File: config.mk
export PLATFORM = sky130hd
export DESIGN_NAME = text_command_line_decoder_core
export DESIGN_NICKNAME = d
export VERILOG_FILES = /design/src/sv/tcld_pkg.sv /design/src/sv/tcld_scan.sv /design/src/sv/tcld_resolve.sv /design/src/sv/text_command_line_decoder_core.sv
export SDC_FILE = /design/constraint.sdc
export NUM_CORES = 1
export LEC_CHECK = 0
export BUFFER_PORTS_ARGS = -buffer_cell sky130_fd_sc_hd__buf_2
export CAP_MARGIN = 25
export CORE_ASPECT_RATIO = 1.1
export CORE_MARGIN = 3
export CORE_UTILIZATION = 50
export CTS_BUF_LIST = sky130_fd_sc_hd__clkbuf_8
export CTS_CLUSTER_SIZE = 10
export DETAILED_ROUTE_END_ITERATION = 10
export PLACE_DENSITY = 0.67
export SYNTH_ARGS = -nofsm -noshare
export SYNTH_HDL_FRONTEND = slang
export SYNTH_HIERARCHICAL = 1
export SYNTH_SLANG_ARGS = --single-unit
File: constraint.sdc
create_clock -name clk_i -period 14.7 [get_ports clk_i]
set_input_delay 2.205 -clock clk_i [delete_from_list [all_inputs] [get_ports clk_i]]
set_output_delay 2.205 -clock clk_i [all_outputs]
set_load 0.01 [all_outputs]
File: src/sv/tcld_pkg.sv
// Shared types and constants for the text command line decoder.
// Holds keyword tables, parse phase and command codes; depends on nothing.
`default_nettype none

package tcld_pkg;

  typedef logic [7:0] byte_t;

  // Command codes carried in the result
  typedef enum logic [3:0] {
    CMD_NONE     = 4'd0,
    CMD_PING     = 4'd1,
    CMD_CENTER   = 4'd2,
    CMD_STOP     = 4'd3,
    CMD_STATUS   = 4'd4,
    CMD_ANGLE    = 4'd5,
    CMD_LED_ON   = 4'd6,
    CMD_LED_OFF  = 4'd7,
    CMD_STATE    = 4'd8,
    CMD_BUZZ_ON  = 4'd9,
    CMD_BUZZ_OFF = 4'd10,
    CMD_BEEP     = 4'd11
  } tcld_cmd_e;

  typedef enum logic [2:0] {
    PH_LEAD,      // skipping leading blanks
    PH_HEAD,      // keyword or prefix token
    PH_ARG_LEAD,  // blanks after the colon
    PH_ARG,       // payload token
    PH_DEAD       // line can no longer match
  } tcld_phase_e;

  typedef enum logic [1:0] {
    PFX_ANGLE,
    PFX_LED,
    PFX_STATE,
    PFX_BUZZER
  } tcld_prefix_e;

  // Device modes for the state command
  localparam logic [1:0] MODE_IDLE   = 2'd0;
  localparam logic [1:0] MODE_SEARCH = 2'd1;
  localparam logic [1:0] MODE_LOCK   = 2'd2;
  localparam logic [1:0] MODE_LOST   = 2'd3;

  // Head token candidates: exact keywords then colon prefixes
  localparam int HEAD_N    = 9;
  localparam int HK_PING   = 0;
  localparam int HK_CENTER = 1;
  localparam int HK_STOP   = 2;
  localparam int HK_STATUS = 3;
  localparam int HK_STATUSQ = 4;
  localparam int HK_ANGLE  = 5;
  localparam int HK_LED    = 6;
  localparam int HK_STATE  = 7;
  localparam int HK_BUZZER = 8;

  localparam byte_t HEAD_TEXT [HEAD_N][8] = '{
    '{"P", "I", "N", "G", 8'h00, 8'h00, 8'h00, 8'h00},
    '{"C", "E", "N", "T", "E", "R", 8'h00, 8'h00},
    '{"S", "T", "O", "P", 8'h00, 8'h00, 8'h00, 8'h00},
    '{"S", "T", "A", "T", "U", "S", 8'h00, 8'h00},
    '{"S", "T", "A", "T", "U", "S", "?", 8'h00},
    '{"A", "N", "G", "L", "E", 8'h00, 8'h00, 8'h00},
    '{"L", "E", "D", 8'h00, 8'h00, 8'h00, 8'h00, 8'h00},
    '{"S", "T", "A", "T", "E", 8'h00, 8'h00, 8'h00},
    '{"B", "U", "Z", "Z", "E", "R", 8'h00, 8'h00}
  };
  localparam logic [3:0] HEAD_LEN [HEAD_N] = '{
    4'd4, 4'd6, 4'd4, 4'd6, 4'd7, 4'd5, 4'd3, 4'd5, 4'd6
  };

  // Payload word candidates
  localparam int WORD_N    = 7;
  localparam int WK_ON     = 0;
  localparam int WK_OFF    = 1;
  localparam int WK_IDLE   = 2;
  localparam int WK_SEARCH = 3;
  localparam int WK_LOCK   = 4;
  localparam int WK_LOST   = 5;
  localparam int WK_BEEP   = 6;

  localparam byte_t WORD_TEXT [WORD_N][8] = '{
    '{"O", "N", 8'h00, 8'h00, 8'h00, 8'h00, 8'h00, 8'h00},
    '{"O", "F", "F", 8'h00, 8'h00, 8'h00, 8'h00, 8'h00},
    '{"I", "D", "L", "E", 8'h00, 8'h00, 8'h00, 8'h00},
    '{"S", "E", "A", "R", "C", "H", 8'h00, 8'h00},
    '{"L", "O", "C", "K", 8'h00, 8'h00, 8'h00, 8'h00},
    '{"L", "O", "S", "T", 8'h00, 8'h00, 8'h00, 8'h00},
    '{"B", "E", "E", "P", 8'h00, 8'h00, 8'h00, 8'h00}
  };
  localparam logic [3:0] WORD_LEN [WORD_N] = '{
    4'd2, 4'd3, 4'd4, 4'd6, 4'd4, 4'd4, 4'd4
  };

  // Angle magnitude saturates here; anything above 32768 is already invalid
  localparam logic [16:0] MAG_CAP     = 17'd40000;
  localparam logic [16:0] MAG_MAX_POS = 17'd32767;
  localparam logic [16:0] MAG_MAX_NEG = 17'd32768;

  // Parse state carried from byte to byte of a line
  typedef struct packed {
    tcld_phase_e         phase;
    logic [HEAD_N-1:0]   head_hits;
    logic [WORD_N-1:0]   word_hits;
    logic [3:0]          pos;
    tcld_prefix_e        prefix;
    logic [16:0]         mag;
    logic                neg;
    logic                digit_seen;
    logic                angle_bad;
    logic                gap;
  } tcld_state_t;

  localparam tcld_state_t STATE_INIT = '{
    phase:      PH_LEAD,
    head_hits:  '1,
    word_hits:  '1,
    pos:        4'd0,
    prefix:     PFX_ANGLE,
    mag:        17'd0,
    neg:        1'b0,
    digit_seen: 1'b0,
    angle_bad:  1'b0,
    gap:        1'b0
  };

  typedef struct packed {
    tcld_cmd_e   cmd;
    logic [15:0] angle;
    logic [1:0]  mode;
  } tcld_result_t;

endpackage

`default_nettype wire

File: src/sv/tcld_scan.sv
// Per-byte scanner: holds the line's parse state and computes its next value.
// Uses tcld_pkg for the keyword tables and the state struct.
`default_nettype none

module tcld_scan #(
  parameter int LINE_BUFFER_BYTES = 64
) (
  input  wire                 clk_i,
  input  wire                 rst_ni,
  input  wire                 step_i,
  input  wire  [7:0]          char_i,
  input  wire                 last_i,
  output tcld_pkg::tcld_state_t next_o
);
  import tcld_pkg::*;

  localparam int CntW = $clog2(LINE_BUFFER_BYTES);
  localparam logic [CntW-1:0] Limit = CntW'(LINE_BUFFER_BYTES - 1);

  tcld_state_t     st_q, st_d;
  logic [CntW-1:0] cnt_q;
  logic            ended_q;
  logic            counted, blank, head_step, arg_step;
  logic [3:0]      pos_inc;
  logic [20:0]     mag_x;

  always_comb begin
    counted   = (cnt_q < Limit) && !ended_q && (char_i != 8'h00);
    blank     = (char_i == 8'd32) || ((char_i >= 8'd9) && (char_i <= 8'd13));
    pos_inc   = (st_q.pos == 4'hF) ? st_q.pos : st_q.pos + 4'd1;
    mag_x     = ({4'b0, st_q.mag} << 3) + ({4'b0, st_q.mag} << 1) + 21'(char_i[3:0]);
    head_step = 1'b0;
    arg_step  = 1'b0;
    st_d      = st_q;

    if (counted) begin
      case (st_q.phase)
        PH_LEAD: begin
          if (!blank) begin
            st_d.phase = PH_HEAD;
            head_step  = 1'b1;
          end
        end
        PH_HEAD: begin
          if (blank) st_d.gap = 1'b1;
          else if (st_q.gap) st_d.phase = PH_DEAD;
          else head_step = 1'b1;
        end
        PH_ARG_LEAD: begin
          if (!blank) begin
            st_d.phase = PH_ARG;
            arg_step   = 1'b1;
          end
        end
        PH_ARG: begin
          if (blank) st_d.gap = 1'b1;
          else if (st_q.gap) st_d.phase = PH_DEAD;
          else arg_step = 1'b1;
        end
        default: ;
      endcase
    end

    if (head_step) begin
      if (char_i == ":") begin
        // the first colon closes the head; it must end a prefix exactly
        st_d.phase = PH_ARG_LEAD;
        st_d.pos   = 4'd0;
        if (st_q.head_hits[HK_ANGLE] && st_q.pos == HEAD_LEN[HK_ANGLE])
          st_d.prefix = PFX_ANGLE;
        else if (st_q.head_hits[HK_LED] && st_q.pos == HEAD_LEN[HK_LED])
          st_d.prefix = PFX_LED;
        else if (st_q.head_hits[HK_STATE] && st_q.pos == HEAD_LEN[HK_STATE])
          st_d.prefix = PFX_STATE;
        else if (st_q.head_hits[HK_BUZZER] && st_q.pos == HEAD_LEN[HK_BUZZER])
          st_d.prefix = PFX_BUZZER;
        else
          st_d.phase = PH_DEAD;
      end else begin
        for (int k = 0; k < HEAD_N; k++) begin
          st_d.head_hits[k] = st_q.head_hits[k] && (st_q.pos < HEAD_LEN[k]) &&
                              (char_i == HEAD_TEXT[k][st_q.pos[2:0]]);
        end
        st_d.pos = pos_inc;
      end
    end

    if (arg_step) begin
      for (int j = 0; j < WORD_N; j++) begin
        st_d.word_hits[j] = st_q.word_hits[j] && (st_q.pos < WORD_LEN[j]) &&
                            (char_i == WORD_TEXT[j][st_q.pos[2:0]]);
      end
      st_d.pos = pos_inc;
      if (st_q.pos == 4'd0 && (char_i == "+" || char_i == "-")) begin
        st_d.neg = (char_i == "-");
      end else if (char_i >= "0" && char_i <= "9") begin
        st_d.digit_seen = 1'b1;
        st_d.mag = (mag_x > {4'b0, MAG_CAP}) ? MAG_CAP : mag_x[16:0];
      end else begin
        st_d.angle_bad = 1'b1;
      end
    end
  end

  assign next_o = st_d;

  always_ff @(posedge clk_i or negedge rst_ni) begin
    if (!rst_ni) begin
      st_q    <= STATE_INIT;
      cnt_q   <= '0;
      ended_q <= 1'b0;
    end else if (step_i) begin
      if (last_i) begin
        // start the next line from scratch
        st_q    <= STATE_INIT;
        cnt_q   <= '0;
        ended_q <= 1'b0;
      end else begin
        st_q <= st_d;
        if (cnt_q < Limit) begin
          cnt_q <= cnt_q + 1'b1;
          if (char_i == 8'h00) ended_q <= 1'b1;
        end
      end
    end
  end

endmodule

`default_nettype wire

File: src/sv/tcld_resolve.sv
// Line-end resolver: turns the final parse state into a command result.
// Combinational; uses tcld_pkg for the tables, state and result types.
`default_nettype none

module tcld_resolve (
  input  tcld_pkg::tcld_state_t  state_i,
  output tcld_pkg::tcld_result_t result_o
);
  import tcld_pkg::*;

  logic [HEAD_N-1:0] head_done;
  logic [WORD_N-1:0] word_done;
  logic              angle_ok;
  logic [16:0]       neg_mag;

  always_comb begin
    for (int k = 0; k < HEAD_N; k++)
      head_done[k] = state_i.head_hits[k] && (state_i.pos == HEAD_LEN[k]);
    for (int j = 0; j < WORD_N; j++)
      word_done[j] = state_i.word_hits[j] && (state_i.pos == WORD_LEN[j]);

    neg_mag  = 17'd0 - state_i.mag;
    angle_ok = state_i.digit_seen && !state_i.angle_bad &&
               (state_i.neg ? (state_i.mag <= MAG_MAX_NEG) : (state_i.mag <= MAG_MAX_POS));

    result_o = '{cmd: CMD_NONE, angle: 16'd0, mode: MODE_IDLE};

    case (state_i.phase)
      PH_HEAD: begin
        if (head_done[HK_PING]) result_o.cmd = CMD_PING;
        else if (head_done[HK_CENTER]) result_o.cmd = CMD_CENTER;
        else if (head_done[HK_STOP]) result_o.cmd = CMD_STOP;
        else if (head_done[HK_STATUS] || head_done[HK_STATUSQ]) result_o.cmd = CMD_STATUS;
      end
      PH_ARG: begin
        case (state_i.prefix)
          PFX_ANGLE: begin
            if (angle_ok) begin
              result_o.cmd   = CMD_ANGLE;
              result_o.angle = state_i.neg ? neg_mag[15:0] : state_i.mag[15:0];
            end
          end
          PFX_LED: begin
            if (word_done[WK_ON]) result_o.cmd = CMD_LED_ON;
            else if (word_done[WK_OFF]) result_o.cmd = CMD_LED_OFF;
          end
          PFX_STATE: begin
            if (word_done[WK_IDLE]) begin
              result_o.cmd = CMD_STATE;
              result_o.mode = MODE_IDLE;
            end else if (word_done[WK_SEARCH]) begin
              result_o.cmd = CMD_STATE;
              result_o.mode = MODE_SEARCH;
            end else if (word_done[WK_LOCK]) begin
              result_o.cmd = CMD_STATE;
              result_o.mode = MODE_LOCK;
            end else if (word_done[WK_LOST]) begin
              result_o.cmd = CMD_STATE;
              result_o.mode = MODE_LOST;
            end
          end
          PFX_BUZZER: begin
            if (word_done[WK_ON]) result_o.cmd = CMD_BUZZ_ON;
            else if (word_done[WK_OFF]) result_o.cmd = CMD_BUZZ_OFF;
            else if (word_done[WK_BEEP]) result_o.cmd = CMD_BEEP;
          end
          default: ;
        endcase
      end
      default: ;
    endcase
  end

endmodule

`default_nettype wire

File: src/sv/text_command_line_decoder_core.sv
// Text command line decoder, top level: input register, scanner, resolver
// and result register. Depends on tcld_pkg, tcld_scan and tcld_resolve.
//
// Usage:
//   The slave stream carries one byte of a command line per request
//   (tdata = char_byte, tlast = line_end). Each byte is matched on the fly
//   against the keyword and prefix tables; no line buffer is kept. On the
//   byte with tlast set, the master stream delivers one result request:
//   cmd_code, angle_value and mode_value. Bytes without tlast produce
//   nothing. Only the first LINE_BUFFER_BYTES-1 bytes of a line count, and
//   a zero byte ends the content of its line.
//   Throughput: one byte per cycle, set by the scanner update, except while
//   a line end waits for the result slot. Result path: the last byte waits
//   in the input register until the result slot is free, then the result
//   register loads.
//   Stall: while a result waits on m_axis_tready_i the input register still
//   takes bytes of the next line; only a second line end holds there, and
//   then s_axis_tready_o drops until the result is taken.
//   Reset: asynchronous, active low; clears both registers' valid flags and
//   restarts the parse at the beginning of a line.
`default_nettype none

module text_command_line_decoder_core #(
  parameter int LINE_BUFFER_BYTES = 64
) (
  input  wire         clk_i,
  input  wire         rst_ni,
  input  wire         s_axis_tvalid_i,
  output logic        s_axis_tready_o,
  input  wire  [7:0]  s_axis_tdata_i,   // [7:0] char_byte
  input  wire         s_axis_tlast_i,   // line_end
  output logic        m_axis_tvalid_o,
  input  wire         m_axis_tready_i,
  output logic [23:0] m_axis_tdata_o    // [3:0] cmd_code, [19:4] angle_value,
                                        // [21:20] mode_value, [23:22] zero
);
  import tcld_pkg::*;

  // Input register
  logic       in_valid_q;
  logic [7:0] in_char_q;
  logic       in_last_q;

  // Result register
  logic         out_valid_q;
  tcld_result_t out_q;

  logic         out_free, adv, load;
  tcld_state_t  next_state;
  tcld_result_t result;

  // advance the held byte unless it ends a line and the result slot is full
  assign out_free        = !out_valid_q || m_axis_tready_i;
  assign adv             = in_valid_q && (!in_last_q || out_free);
  assign s_axis_tready_o = !in_valid_q || adv;
  assign load            = s_axis_tvalid_i && s_axis_tready_o;

  always_ff @(posedge clk_i or negedge rst_ni) begin
    if (!rst_ni) begin
      in_valid_q <= 1'b0;
    end else if (load) begin
      in_valid_q <= 1'b1;
    end else if (adv) begin
      in_valid_q <= 1'b0;
    end
  end

  always_ff @(posedge clk_i) begin
    if (load) begin
      in_char_q <= s_axis_tdata_i;
      in_last_q <= s_axis_tlast_i;
    end
  end

  tcld_scan #(
    .LINE_BUFFER_BYTES(LINE_BUFFER_BYTES)
  ) u_scan (
    .clk_i  (clk_i),
    .rst_ni (rst_ni),
    .step_i (adv),
    .char_i (in_char_q),
    .last_i (in_last_q),
    .next_o (next_state)
  );

  tcld_resolve u_resolve (
    .state_i  (next_state),
    .result_o (result)
  );

  // capture the result on a line end; drop it once taken
  always_ff @(posedge clk_i or negedge rst_ni) begin
    if (!rst_ni) begin
      out_valid_q <= 1'b0;
    end else if (adv && in_last_q) begin
      out_valid_q <= 1'b1;
    end else if (m_axis_tready_i) begin
      out_valid_q <= 1'b0;
    end
  end

  always_ff @(posedge clk_i) begin
    if (adv && in_last_q) out_q <= result;
  end

  assign m_axis_tvalid_o = out_valid_q;
  assign m_axis_tdata_o  = {2'b00, out_q.mode, out_q.angle, out_q.cmd};

  // A held byte that cannot advance keeps its value
  a_hold_input: assert property (@(posedge clk_i) disable iff (!rst_ni)
    in_valid_q && !adv |=> in_valid_q && $stable(in_char_q) && $stable(in_last_q))
    else $error("input register lost a stalled byte");

  // A new result only follows an advanced line end
  a_result_source: assert property (@(posedge clk_i) disable iff (!rst_ni)
    $rose(out_valid_q) |-> $past(adv && in_last_q))
    else $error("result appeared without a line end");

  // Input side stalls only behind a blocked line end
  a_stall_cause: assert property (@(posedge clk_i) disable iff (!rst_ni)
    !s_axis_tready_o |-> in_valid_q && in_last_q && out_valid_q && !m_axis_tready_i)
    else $error("input stalled without a pending result");

  // Angle and mode fields are zero outside their commands
  a_field_zero: assert property (@(posedge clk_i) disable iff (!rst_ni)
    out_valid_q |-> (out_q.cmd == CMD_ANGLE || out_q.angle == 16'd0) &&
                    (out_q.cmd == CMD_STATE || out_q.mode == MODE_IDLE))
    else $error("payload field set for the wrong command");

endmodule

`default_nettype wire

==> out/summary.txt <==
post-DP HPWL = 14,900 µm
Via density = 6.55
Rows = 45
Final Skew = 15.7 ps
sequential share of the synthesized area = 0.323
Max FO, Critical Path = 21
synth-to-layout area growth = 7.03%
Starting DRT DRC Count = 737
DRT antenna net count = 0
DP Area = 7480 µm²
Ant. Diodes = 0
count leader, synth = nand2_1
top cells by area, synth = dfrtp_1, edfxtp_1, ha_1
Synthesis Warnings = 6
Skew-Pair Late Insertion Delay = 360 ps
synthesized area = 7190 µm²
Worst Hold Class = flip-flop to flip-flop
TritonRoute pass-1 iters = 6
largest net degree at the start of global routing = 56
CP max stage cell = edfxtp_1
drt drc = 0
commonest cells in the synthesized netlist = nand2_1, nor2_1, a21oi_1, ha_1, o21ai_0
#FFs+latches synth = 86
Crit Path Category = flip-flop to flip-flop
number of CTS-inserted buffers = 9
IO buf count = 36
relative slew slack = 0.390
global-route wire length before repair = 33,700 µm
Net count, final = 887
crit path time final = 6610 ps
most frequent CP cell = inv_1
leading area contributor after synthesis = dfrtp_1
CP required = 14,910 ps
routed vias = 6,672
critical path cell sequence = inv_1 > fa_1 > inv_1 > ha_1 > a21o_1 > a221oi_4 > a21oi_2 > o22ai_2 > nor4bb_1 > or4_1 > a21o_1 > o22ai_1 > inv_1 > ha_1 > or3b_1 > or4_1 > a221o_1 > nor2_1
Die Ht = 132 µm
Cells after Synth = 817
Max Cap Viol = 0
Static Leakage = 3.16 nW
vias in the first global route = 6,511
Fin. Hold Viols = 0
H-Tree Depth = 3
Slew @ Worst Pin = 914 ps
fill count = 1,314
CTS clock-pin slew for the worst setup and hold paths = 90 ps
leading register cell type out of synthesis = dfrtp_1
FFs w/ async S/R, synth = 0.640
Tcrit/Tclk final = 0.450
Post-CTS Resized = 0
post-CTS setup buffer count = 0
GRT Resource Usage Total = 0.261
hold buffer count at CTS = 0
Synth top area share = 0.136
EDFF count, synth = 31
unrepaired setup endpoints after global routing = no
Critical Path Start Type = flip-flop
Pwr Density = 82.9 nW/µm²
layout cell share with drive strength beyond 1 = 0.137
Initial Util = 0.515
# setup viols final = 0
CP max stage delay = 890 ps
Ports = 39
post-detailed-routing wire length = 20,700 µm
die area = 15,900 µm²
f_max = 151 MHz
Core Footprint = 14,000 µm²
final setup TNS = 0 ps
Mapped Avg Cell Area = 8.81 µm²
post-route cell area = 7700 µm²
VDD IR max = 0.0591 mV
status = finished, final reports clean
die width = 120 µm
total gr overflow = 0
Placer Congestion = 0.980
initial antenna violation count = 0
distinct cell type count after synthesis = 93
fin. max-slew vios = 0
clock root cell = clkbuf_8
worst path arrival time = 6820 ps
routed len/inst = 20.3 µm
crit end category = flip-flop
CTS tree = built
CTS sink cnt = 86
Longest Clk Path Bufs = 2
layout by cell type, fill, tap and decap left out, drive strengths merged, types with 20 or more instances in the layout:
cell / synthesis / routed
inv: 21 / 24
edfxtp: 31 / 31
nor2: 66 / 66
buf: 15 / 48
xor2: 25 / 25
o21ai: 47 / 47
o22a: 20 / 20
xnor2: 30 / 30
ha: 47 / 47
nand2: 70 / 70
nand3: 21 / 21
a21oi: 52 / 52
dfrtp: 39 / 39
worst paths after layout:
path,to,startpoint,slack (ps),cells past startpoint
worst min register to register,u_scan/ended_q,u_scan/ended_q,510,1
max in group asynchronous,u_scan/st_q[21],rst_ni,12210,2
worst max register to register,m_axis_tdata_o[11],in_char_q[3],8090,18
worst min-delay path,u_scan/ended_q,u_scan/ended_q,510,1
min in group asynchronous,u_scan/st_q[24],rst_ni,1980,2
worst max-delay path,m_axis_tdata_o[11],in_char_q[3],8090,18
layout make-up:
type | instances | area, µm² | area share
multi-input cells | 655 | 4530 | 0.589
flip-flops and latches | 86 | 2330 | 0.302
repair buffers | 49 | 312 | 0.0405
well taps | 188 | 235 | 0.0305
clock buffers | 9 | 124 | 0.0161
inverters | 24 | 90.1 | 0.0117
clock inverters | 7 | 80.1 | 0.0104
state kept, by name, summed over array words and instances, names as in the netlist:
register,flops
u_scan/cnt_q,6
in_valid_q,1
u_scan/ended_q,1
in_char_q,8
u_scan/st_q,46
m_axis_tdata_o,22
in_last_q,1
m_axis_tvalid_o,1
layer usage:
| metal | global-route usage | up-vias | part of all wire |
|---|---|---|---|
| li1 | - | 3079 | - |
| met3 | 0.0361 | 59 | 0.055 |
| met4 | 0.116 | 0 | 0.037 |
| met2 | 0.439 | 317 | 0.50 |
| met5 | 0 | - | 0 |
| met1 | 0.333 | 3217 | 0.41 |
power by group:
group          switching [mW]  internal [mW]  leakage [nW]
Clock                  0.0920         0.0810         0.102
Combinational           0.115         0.0686          2.06
Sequential             0.0193          0.263         0.997
stage by stage:
stage | utilization | instances | hold slack (ps) | power (mW) | setup slack, ps
floorplan | - | 818 | 456 | 0.414 | 9290
global placement | 0.533 | 999 | 472 | 0.458 | 8480
detailed placement | 0.536 | 1001 | 488 | 0.465 | 8240
CTS | 0.550 | 1017 | 512 | 0.638 | 8220
global route | 0.551 | 1018 | 543 | 0.672 | 7650
finish | 0.551 | 1018 | 509 | 0.638 | 8090
cell families after synthesis:
| logic type | share of synthesized area |
|---|---|
| adder cells (fa/ha/maj) | 0.0873 |
| buffers and inverters | 0.0480 |
| other | 0.000521 |
| flip-flops | 0.323 |
| XOR/XNOR | 0.0670 |
| AO/OA/AOI/OAI | 0.250 |
| AND/OR/NAND/NOR | 0.212 |
| multiplexers | 0.0115 |
critical path, delay by kind of cell (launching register included):
family,cells,cell delay [ps]
AO/OA/AOI/OAI,7,2060
adder cells (fa/ha/maj),3,1070
buffers and inverters,3,500
flip-flops,1,890
AND/OR/NAND/NOR,5,1940
(Power assumes the default switching activity.)
